<file path="src/serial_frame_receiver_assert.svh">
// Assertion macros shared by the serial frame receiver RTL.
`ifndef SERIAL_FRAME_RECEIVER_ASSERT_SVH
`define SERIAL_FRAME_RECEIVER_ASSERT_SVH

`ifndef SYNTHESIS
// Property that must hold at every clock edge outside reset.
`define SFR_ASSERT_HOLDS(lbl, prop, msg) \
	lbl: assert property (@(posedge clk) disable iff (!arst_n) prop) \
		else $error(msg);
// Condition that must never be seen outside reset.
`define SFR_ASSERT_NEVER(lbl, cond, msg) \
	lbl: assert property (@(posedge clk) disable iff (!arst_n) !(cond)) \
		else $error(msg);
`else
`define SFR_ASSERT_HOLDS(lbl, prop, msg)
`define SFR_ASSERT_NEVER(lbl, cond, msg)
`endif

`endif

</file>
<file path="src/sfr_pkg.sv">
// Types and constants shared by the serial frame receiver modules.
`timescale 1ns / 1ps
`default_nettype none

package sfr_pkg;

	// Frame framing bytes.
	localparam logic [7:0] START_B   = 8'h62;
	localparam logic [7:0] START_A   = 8'h61;
	localparam logic [7:0] RANGE_LEN = 8'd3;

	// Register indexes on the configuration port.
	localparam int CFG_IDX_W = 4;
	localparam int CFG_DATA_W = 15;
	localparam logic [CFG_IDX_W-1:0] CFG_REPORT_BAD = 4'd0;
	localparam logic [CFG_IDX_W-1:0] CFG_RANGE_ID   = 4'd1;
	localparam logic [CFG_IDX_W-1:0] CFG_MAX_RANGE  = 4'd2;
	localparam logic [CFG_IDX_W-1:0] CFG_MIN_RANGE  = 4'd3;

	// Register reset values.
	localparam logic [7:0]  RANGE_ID_RST  = 8'h33;
	localparam logic [14:0] MAX_RANGE_RST = 15'd764;
	localparam logic [14:0] MIN_RANGE_RST = 15'd21;

	// Result item kinds.
	localparam logic [2:0] KIND_PAYLOAD     = 3'd0;
	localparam logic [2:0] KIND_GOOD        = 3'd1;
	localparam logic [2:0] KIND_BAD_REPORT  = 3'd2;
	localparam logic [2:0] KIND_BAD_DISCARD = 3'd3;
	localparam logic [2:0] KIND_RANGE       = 3'd4;

	// Range classification codes.
	localparam logic [1:0] RANGE_OK       = 2'd0;
	localparam logic [1:0] RANGE_TOO_FAR  = 2'd1;
	localparam logic [1:0] RANGE_TOO_NEAR = 2'd2;

	// Configuration register contents.
	typedef struct packed {
		logic        report_bad_frames;
		logic [7:0]  range_frame_id;
		logic [14:0] max_range_cm;
		logic [14:0] min_range_cm;
	} cfg_t;

	// One result beat.
	typedef struct packed {
		logic [2:0]         item_kind;
		logic [7:0]         data_byte;
		logic [7:0]         byte_index;
		logic               frame_end;
		logic [7:0]         line_checksum;
		logic [7:0]         checksum_computed;
		logic signed [15:0] range_cm;
		logic [1:0]         range_status;
		logic [15:0]        good_frames;
		logic [15:0]        range_frames;
		logic [15:0]        bad_frames;
	} result_t;

endpackage

`default_nettype wire

</file>
<file path="src/sfr_cfg_regs.sv">
// Configuration registers of the serial frame receiver.
`timescale 1ns / 1ps
`default_nettype none

module sfr_cfg_regs
	import sfr_pkg::*;
(
	input  wire logic                  clk,
	input  wire logic                  arst_n,
	input  wire logic                  cfg_write,
	input  wire logic [CFG_IDX_W-1:0]  cfg_index,
	input  wire logic [CFG_DATA_W-1:0] cfg_data,
	output cfg_t                       cfg
);

	cfg_t cfg_q;

	// Register writes; indexes past the last register are ignored.
	always_ff @(posedge clk or negedge arst_n) begin
		if (!arst_n) begin
			cfg_q.report_bad_frames <= 1'b0;
			cfg_q.range_frame_id    <= RANGE_ID_RST;
			cfg_q.max_range_cm      <= MAX_RANGE_RST;
			cfg_q.min_range_cm      <= MIN_RANGE_RST;
		end else if (cfg_write) begin
			unique case (cfg_index)
				CFG_REPORT_BAD: cfg_q.report_bad_frames <= cfg_data[0];
				CFG_RANGE_ID:   cfg_q.range_frame_id    <= cfg_data[7:0];
				CFG_MAX_RANGE:  cfg_q.max_range_cm      <= cfg_data[14:0];
				CFG_MIN_RANGE:  cfg_q.min_range_cm      <= cfg_data[14:0];
				default: ;
			endcase
		end
	end

	assign cfg = cfg_q;

endmodule

`default_nettype wire

</file>
<file path="src/sfr_parser.sv">
// Frame parser: receive state, checksum, range decode and frame counters.
`timescale 1ns / 1ps
`default_nettype none

`include "serial_frame_receiver_assert.svh"

module sfr_parser
	import sfr_pkg::*;
(
	input  wire logic       clk,
	input  wire logic       arst_n,
	input  wire logic       byte_valid,
	input  wire logic [7:0] byte_in,
	input  wire logic       out_free,
	input  cfg_t            cfg,
	output logic            take,
	output logic            has_result,
	output result_t         result
);

	typedef enum logic [1:0] {PH_WAIT, PH_SIZE, PH_PAYLOAD, PH_CHECK} phase_t;

	phase_t      phase_q;
	logic [7:0]  frame_length_q;
	logic [7:0]  bytes_seen_q;
	logic [7:0]  running_sum_q;
	logic [7:0]  first_q [0:2];
	logic [15:0] good_q;
	logic [15:0] range_q;
	logic [15:0] bad_q;

	logic [7:0]         bytes_seen_inc;
	logic [7:0]         sum_add;
	logic               is_start;
	logic               sum_ok;
	logic               is_range;
	logic signed [15:0] range_val;
	logic [1:0]         status;
	logic [15:0]        good_n;
	logic [15:0]        range_n;
	logic [15:0]        bad_n;

	// Payload and checksum bytes produce a result and need the output register.
	assign has_result = (phase_q == PH_PAYLOAD) || (phase_q == PH_CHECK);
	assign take       = byte_valid && (!has_result || out_free);

	assign bytes_seen_inc = bytes_seen_q + 8'd1;
	assign sum_add        = running_sum_q + byte_in;
	assign is_start       = (byte_in == START_B) || (byte_in == START_A);
	assign sum_ok         = (running_sum_q == byte_in);
	assign is_range       = sum_ok && (frame_length_q == RANGE_LEN)
		&& (first_q[0] == cfg.range_frame_id);
	assign range_val      = $signed({first_q[1], first_q[2]});

	// Classify the range; the upper limit is tested first.
	always_comb begin
		if (range_val > $signed({1'b0, cfg.max_range_cm})) begin
			status = RANGE_TOO_FAR;
		end else if (range_val < $signed({1'b0, cfg.min_range_cm})) begin
			status = RANGE_TOO_NEAR;
		end else begin
			status = RANGE_OK;
		end
	end

	// Counter values after this byte's update.
	always_comb begin
		good_n  = good_q;
		range_n = range_q;
		bad_n   = bad_q;
		if (phase_q == PH_CHECK) begin
			if (!sum_ok) begin
				bad_n = bad_q + 16'd1;
			end else if (is_range) begin
				range_n = range_q + 16'd1;
			end else begin
				good_n = good_q + 16'd1;
			end
		end
	end

	// Result beat for payload and checksum bytes.
	always_comb begin
		result              = '0;
		result.good_frames  = good_n;
		result.range_frames = range_n;
		result.bad_frames   = bad_n;
		if (phase_q == PH_PAYLOAD) begin
			result.item_kind  = KIND_PAYLOAD;
			result.data_byte  = byte_in;
			result.byte_index = bytes_seen_q;
		end else begin
			result.frame_end         = 1'b1;
			result.line_checksum     = byte_in;
			result.checksum_computed = running_sum_q;
			if (!sum_ok) begin
				result.item_kind = cfg.report_bad_frames ? KIND_BAD_REPORT : KIND_BAD_DISCARD;
			end else if (is_range) begin
				result.item_kind    = KIND_RANGE;
				result.range_cm     = range_val;
				result.range_status = status;
			end else begin
				result.item_kind = KIND_GOOD;
			end
		end
	end

	// Receive state machine and frame counters.
	always_ff @(posedge clk or negedge arst_n) begin
		if (!arst_n) begin
			phase_q        <= PH_WAIT;
			frame_length_q <= '0;
			bytes_seen_q   <= '0;
			running_sum_q  <= '0;
			first_q[0]     <= '0;
			first_q[1]     <= '0;
			first_q[2]     <= '0;
			good_q         <= '0;
			range_q        <= '0;
			bad_q          <= '0;
		end else if (take) begin
			unique case (phase_q)
				PH_WAIT: begin
					if (is_start) begin
						running_sum_q <= byte_in;
						bytes_seen_q  <= '0;
						phase_q       <= PH_SIZE;
					end
				end
				PH_SIZE: begin
					if (byte_in == 8'd0) begin
						phase_q <= PH_WAIT;
					end else begin
						frame_length_q <= byte_in;
						running_sum_q  <= sum_add;
						phase_q        <= PH_PAYLOAD;
					end
				end
				PH_PAYLOAD: begin
					if (bytes_seen_q < 8'd3) begin
						first_q[bytes_seen_q[1:0]] <= byte_in;
					end
					running_sum_q <= sum_add;
					bytes_seen_q  <= bytes_seen_inc;
					if (bytes_seen_inc >= frame_length_q) begin
						phase_q <= PH_CHECK;
					end
				end
				PH_CHECK: begin
					phase_q <= PH_WAIT;
					good_q  <= good_n;
					range_q <= range_n;
					bad_q   <= bad_n;
				end
				default: phase_q <= PH_WAIT;
			endcase
		end
	end

	`SFR_ASSERT_HOLDS(a_len_nonzero, (phase_q == PH_PAYLOAD) |-> (frame_length_q != 8'd0), "payload phase with zero frame length")
	`SFR_ASSERT_HOLDS(a_count_bound, (phase_q == PH_PAYLOAD) |-> (bytes_seen_q < frame_length_q), "payload count reached frame length without moving to checksum")
	`SFR_ASSERT_HOLDS(a_check_ends, (take && (phase_q == PH_CHECK)) |=> (phase_q == PH_WAIT), "frame did not close after checksum byte")

endmodule

`default_nettype wire

</file>
<file path="src/serial_frame_receiver.sv">
// Top level of the serial frame receiver: input stage, parser and result register.
`timescale 1ns / 1ps
`default_nettype none

`include "serial_frame_receiver_assert.svh"

// Serial frame receiver. Takes one received byte per beat and parses frames made
// of a start byte, a nonzero length, the payload and an 8-bit additive checksum.
// Every payload byte comes out as a beat of kind payload; the checksum byte closes
// the frame with one beat of kind good, bad or range. Start, length and stray
// bytes give no beat. The block sustains one byte per clock cycle while the output
// side does not stall: a byte is held in an input register, the parser updates its
// frame state, and the result is held in an output register. The user must write
// configuration registers through the plain write port only while no frame byte
// is in flight; the block itself does not enforce this.
module serial_frame_receiver
	import sfr_pkg::*;
(
	input  wire logic                  clk,
	input  wire logic                  arst_n,
	input  wire logic                  cfg_write,
	input  wire logic [CFG_IDX_W-1:0]  cfg_index,
	input  wire logic [CFG_DATA_W-1:0] cfg_data,
	input  wire logic                  in_valid,
	output logic                       in_stall,
	input  wire logic [7:0]            rx_byte,
	output logic                       out_valid,
	input  wire logic                  out_stall,
	output logic [2:0]                 item_kind,
	output logic [7:0]                 data_byte,
	output logic [7:0]                 byte_index,
	output logic                       frame_end,
	output logic [7:0]                 line_checksum,
	output logic [7:0]                 checksum_computed,
	output logic signed [15:0]         range_cm,
	output logic [1:0]                 range_status,
	output logic [15:0]                good_frames,
	output logic [15:0]                range_frames,
	output logic [15:0]                bad_frames
);

	cfg_t    cfg;
	result_t result;
	result_t result_q;
	logic    valid_s1;
	logic [7:0] rx_byte_s1;
	logic    take;
	logic    has_result;
	logic    out_valid_q;
	logic    out_free;

	sfr_cfg_regs u_cfg (
		.clk       (clk),
		.arst_n    (arst_n),
		.cfg_write (cfg_write),
		.cfg_index (cfg_index),
		.cfg_data  (cfg_data),
		.cfg       (cfg)
	);

	sfr_parser u_parser (
		.clk        (clk),
		.arst_n     (arst_n),
		.byte_valid (valid_s1),
		.byte_in    (rx_byte_s1),
		.out_free   (out_free),
		.cfg        (cfg),
		.take       (take),
		.has_result (has_result),
		.result     (result)
	);

	// The input stage holds its byte until the parser takes it.
	assign in_stall = valid_s1 && !take;
	assign out_free = !out_valid_q || !out_stall;

	// Input register.
	always_ff @(posedge clk or negedge arst_n) begin
		if (!arst_n) begin
			valid_s1 <= 1'b0;
		end else if (!in_stall) begin
			valid_s1 <= in_valid;
		end
	end

	always_ff @(posedge clk) begin
		if (!in_stall && in_valid) begin
			rx_byte_s1 <= rx_byte;
		end
	end

	// Result register: loaded by a byte that produces a beat, cleared when taken.
	always_ff @(posedge clk or negedge arst_n) begin
		if (!arst_n) begin
			out_valid_q <= 1'b0;
		end else if (take && has_result) begin
			out_valid_q <= 1'b1;
		end else if (!out_stall) begin
			out_valid_q <= 1'b0;
		end
	end

	always_ff @(posedge clk) begin
		if (take && has_result) begin
			result_q <= result;
		end
	end

	assign out_valid         = out_valid_q;
	assign item_kind         = result_q.item_kind;
	assign data_byte         = result_q.data_byte;
	assign byte_index        = result_q.byte_index;
	assign frame_end         = result_q.frame_end;
	assign line_checksum     = result_q.line_checksum;
	assign checksum_computed = result_q.checksum_computed;
	assign range_cm          = result_q.range_cm;
	assign range_status      = result_q.range_status;
	assign good_frames       = result_q.good_frames;
	assign range_frames      = result_q.range_frames;
	assign bad_frames        = result_q.bad_frames;

	`SFR_ASSERT_HOLDS(a_end_matches_kind, out_valid_q |-> (result_q.frame_end == (result_q.item_kind != KIND_PAYLOAD)), "frame_end disagrees with item kind")
	`SFR_ASSERT_HOLDS(a_stage_holds, (valid_s1 && !take) |=> valid_s1, "input stage dropped a byte the parser had not taken")
	`SFR_ASSERT_NEVER(a_no_overwrite, take && has_result && out_valid_q && out_stall, "result register overwritten while stalled")

endmodule

`default_nettype wire
</file>
<file path="config.mk">
export PLATFORM = sky130hd
export DESIGN_NAME = serial_frame_receiver
export DESIGN_NICKNAME = d
export VERILOG_FILES = /design/src/sfr_pkg.sv /design/src/sfr_cfg_regs.sv /design/src/sfr_parser.sv /design/src/serial_frame_receiver.sv
export VERILOG_INCLUDE_DIRS = /design/src /design/src/src
export SDC_FILE = /design/constraint.sdc
export NUM_CORES = 1
export LEC_CHECK = 0
export BUFFER_PORTS_ARGS = -buffer_cell sky130_fd_sc_hd__buf_2
export CAP_MARGIN = 25
export CELL_PAD_IN_SITES_DETAIL_PLACEMENT = 0
export CELL_PAD_IN_SITES_GLOBAL_PLACEMENT = 1
export CORE_MARGIN = 8
export CORE_UTILIZATION = 40
export CTS_CLUSTER_DIAMETER = 120
export DETAILED_ROUTE_END_ITERATION = 10
export HOLD_SLACK_MARGIN = 0.02
export PLACE_DENSITY = 0.75
export SLEW_MARGIN = 20
export SYNTH_ARGS = -nofsm -noshare
export SYNTH_HDL_FRONTEND = slang
export SYNTH_HIERARCHICAL = 1
export SYNTH_SLANG_ARGS = --single-unit
</file>
<file path="constraint.sdc">
create_clock -name clk -period 2.8 [get_ports clk]
set_input_delay 0.14 -clock clk [delete_from_list [all_inputs] [get_ports clk]]
set_output_delay 0.14 -clock clk [all_outputs]
set_load 0.005 [all_outputs]
</file>
==> impl_results.md <==
* Status: finished clean
* Clock network power share at 0.277
* Die height at 188 um
* Commonest non-fill, non-tap cells in the layout: buf_2, dfrtp_1, edfxtp_1
* CP endpoint kind: flip-flop
* Net Sw Power at 3940 uW
* Clock skew at 0.00965 ns
* Initial antenna violation count at 0
* Grt ovf at 0
* ANT cells at 0
* Placed standard-cell area at 13,100 sq um
* FF+latch count, synth at 249
* CTS Sinks at 249
* Final HPWL DP at 19,400 um
* Post-CTS Setup Bufs at 0
* Max Freq at 378 MHz
* Rel. slew slack at 0.600
* Area Overhead vs Synth at 20.7%
* Commonest non-fill, non-tap cell in the layout: buf_2
* Die X at 188 um
* Post-Syn Nets at 1,049
* Starting density of the core at 0.403
* Core footprint at 29,400 sq um
* Comb pwr share at 0.288
* Final wirelength at 26,700 um
* Count of pins over their slew limit at 0
* Vias per cell at 4.89
* # rows at 63
* Fillers at 2,652
* Nets at 1,238
* Post-Syn Area at 11,800 sq um
* Max clock buf depth at 3
* Post-synth ARST share at 0.558
* Power density cells at 878 nW/um^2
* Die ar. at 35,400 sq um
* DRC Markers at 0
* Cells on worst reg2reg path at 7
* GP Congestion at 0.816
* Worst setup SP type: flip-flop
* YS warnings at 6
* Util after Layout at 0.486
* Post-CTS sizing at 0
* Wire per inst at 17.1 um
* Final Critical Period at 2.65 ns
* Critical Path AT at 2.91 ns
* Post-synth EDFFs at 110
* Mapped Cells at 961
* Critical path type: flip-flop to flip-flop
* Max VDD drop at 421 uV
* Clock transition at path regs at 0.06 ns
* Top Ports at 136
* TritonCTS Buffers at 27
* TritonRoute pass-1 iters at 5
* Final setup viols at 0
* First-pass GRT wire length at 43,600 um
* CTS tree: done
* First DRT Iteration DRCs at 403
* Sequential power share at 0.435
* Critical Path Fanout Max at 16
* Worst Tran Pin Value at 0.596 ns
* Synth area leaders: edfxtp_1, dfrtp_1, mux2_2, xnor2_1, ha_1
* IO Port Bufs at 135
* Min-delay worst type: input pin to async pin
* Syn Area/Cell at 12.3 sq um
* Fin. Hold Viols at 0
* Unique masters post-synth at 60
* Area leader, netlist: edfxtp_1
* Layout cells sized above 1 at 0.263
* Setup TNS at 0 ns
* Int Pwr at 8600 uW
* Post-route cell area at 14,300 sq um
* Vias in the first global route at 7,976
* RSZ-0062 raised after global routing: no
* Routed vias at 7,631
* H-tree depth at 1
* Post-route ant nets at 0
* Root Driver: clkbuf_16
* Pwr Total at 12,500 uW
* Pleak at 0.00634 uW
* Post-CTS Hold Fix Bufs at 30
* Post-synthesis sequential area ratio at 0.574
* Tot GR Track Use at 0.151
* Switching share of power at 0.314
* CP Data Required Time at 3.07 ns
* Placed Cells at 1,481
* Largest net degree at the start of global routing at 62
* Fin crit share at 0.945
* Final Non-Filler Cells at 1,560
* Area share of the largest cell type after synthesis at 0.279
* Clk Latency, worst-skew pair at 0.53 ns
* Top_reg_cell synth: dfrtp_1
* Max-Cap Viols at 0
[per-stage QoR]
step	hold WS [ns]	worst slack, ns
3_3_place_gp	0.133	0.197
6_report	0.139	0.155
3_5_place_dp	0.127	0.169
2_1_floorplan	-0.156	0.188
5_1_grt	0.193	0.00623
4_1_cts	0.162	0.148
[logic make-up (layout without fill, tap and decap cells)]
kind of cell / count (synthesis) / after routing / synth area share
buffers and inverters: 83 / 292 / 0.0287
AOI/OAI and AO/OA: 73 / 73 / 0.0384
DFF: 249 / 249 / 0.574
xor gates and xnor gates: 109 / 109 / 0.0806
and+or+nand+nor: 309 / 309 / 0.141
adders and majority gates: 56 / 56 / 0.0598
muxes: 82 / 82 / 0.0771
[power groups by stage]
stage          Combinational (uW)  Clock (uW)  Sequential (uW)
2_1_floorplan                2330           0             5410
3_3_place_gp                 3570           0             5510
3_5_place_dp                 3610           0             5540
4_1_cts                      3670        3570             5480
5_1_grt                      4110        3720             5570
6_report                     3610        3470             5460
[layer usage]
metal	track usage	share of wire	vias up	routed length, um
met5	0	0	-	0
met4	0.0385	0.019	0	517
met3	0.0323	0.053	33	1420
met2	0.242	0.46	160	12200
met1	0.206	0.47	3708	12500
li1	-	-	3730	-
[registers in the layout (all words and copies together) (netlist names), 8 cells and up, named ones only]
register                 flops
u_parser/bytes_seen_q        8
u_parser/good_q             16
u_parser/bad_q              16
range_cm                    16
data_byte                    8
u_cfg/cfg                   39
line_checksum                8
u_parser/frame_length_q      8
byte_index                   8
rx_byte_s1                   8
good_frames                 16
range_frames                16
bad_frames                  16
u_parser/range_q            16
checksum_computed            8
u_parser/running_sum_q       8
u_parser/first_q            24
[area by class of cell]
class / count / area [sq um] / share of cell area
Sequential cell: 249 / 6800 / 0.476
Multi-Input combinational cell: 629 / 4700 / 0.329
Timing Repair Buffer: 190 / 1220 / 0.0854
Clock buffer: 40 / 828 / 0.0580
Tap cell: 390 / 488 / 0.0342
Inverter: 53 / 199 / 0.0139
Clock inverter: 9 / 56.3 / 0.00394
[Yosys cell counts, drive strengths merged, types with 4 or more instances]
cell type and count:
o21ai 24, edfxtp 110, a21oi 19, xor2 29
mux2 73, nand3 40, a22o 4, nor2b 19
nor2 41, a21o 10, clkbuf 19, ha 55
and3 39, and2 20, a211oi 4, nand2 95
nor3b 5, nand4 13, xnor2 80, mux2i 9
dfrtp 125, inv 53, dfstp 14, nor3 8
nand2b 6, nor4 12, buf 11
[path summary, 6_finish.rpt]
path                                               endpoint                              from  slack, ns
min                         u_parser/good_q[11]$_DFFE_PN0P_                            arst_n       0.14
max in group asynchronous          u_cfg/cfg[4]$_DFFE_PN1P_                            arst_n       1.87
min reg2reg                u_parser/range_q[15]$_DFFE_PN0P_  u_parser/range_q[15]$_DFFE_PN0P_       0.49
max                                good_frames[1]$_DFFE_PP_           rx_byte_s1[6]$_DFFE_PP_       0.15
min in group clk                  u_cfg/cfg[32]$_DFFE_PN0P_                      cfg_index[3]       0.32
max reg2reg                        good_frames[1]$_DFFE_PP_           rx_byte_s1[6]$_DFFE_PP_       0.15
[worst max-delay path, cell delays in order, from the launching register on]
cell      delay, ns
edfxtp_1       0.39
ha_1           0.40
nor4_2         0.37
and3_1         0.41
nand2_1        0.09
nor2_1         0.21
buf_12         0.18
mux2_2         0.34
(Power assumes the default switching activity.)
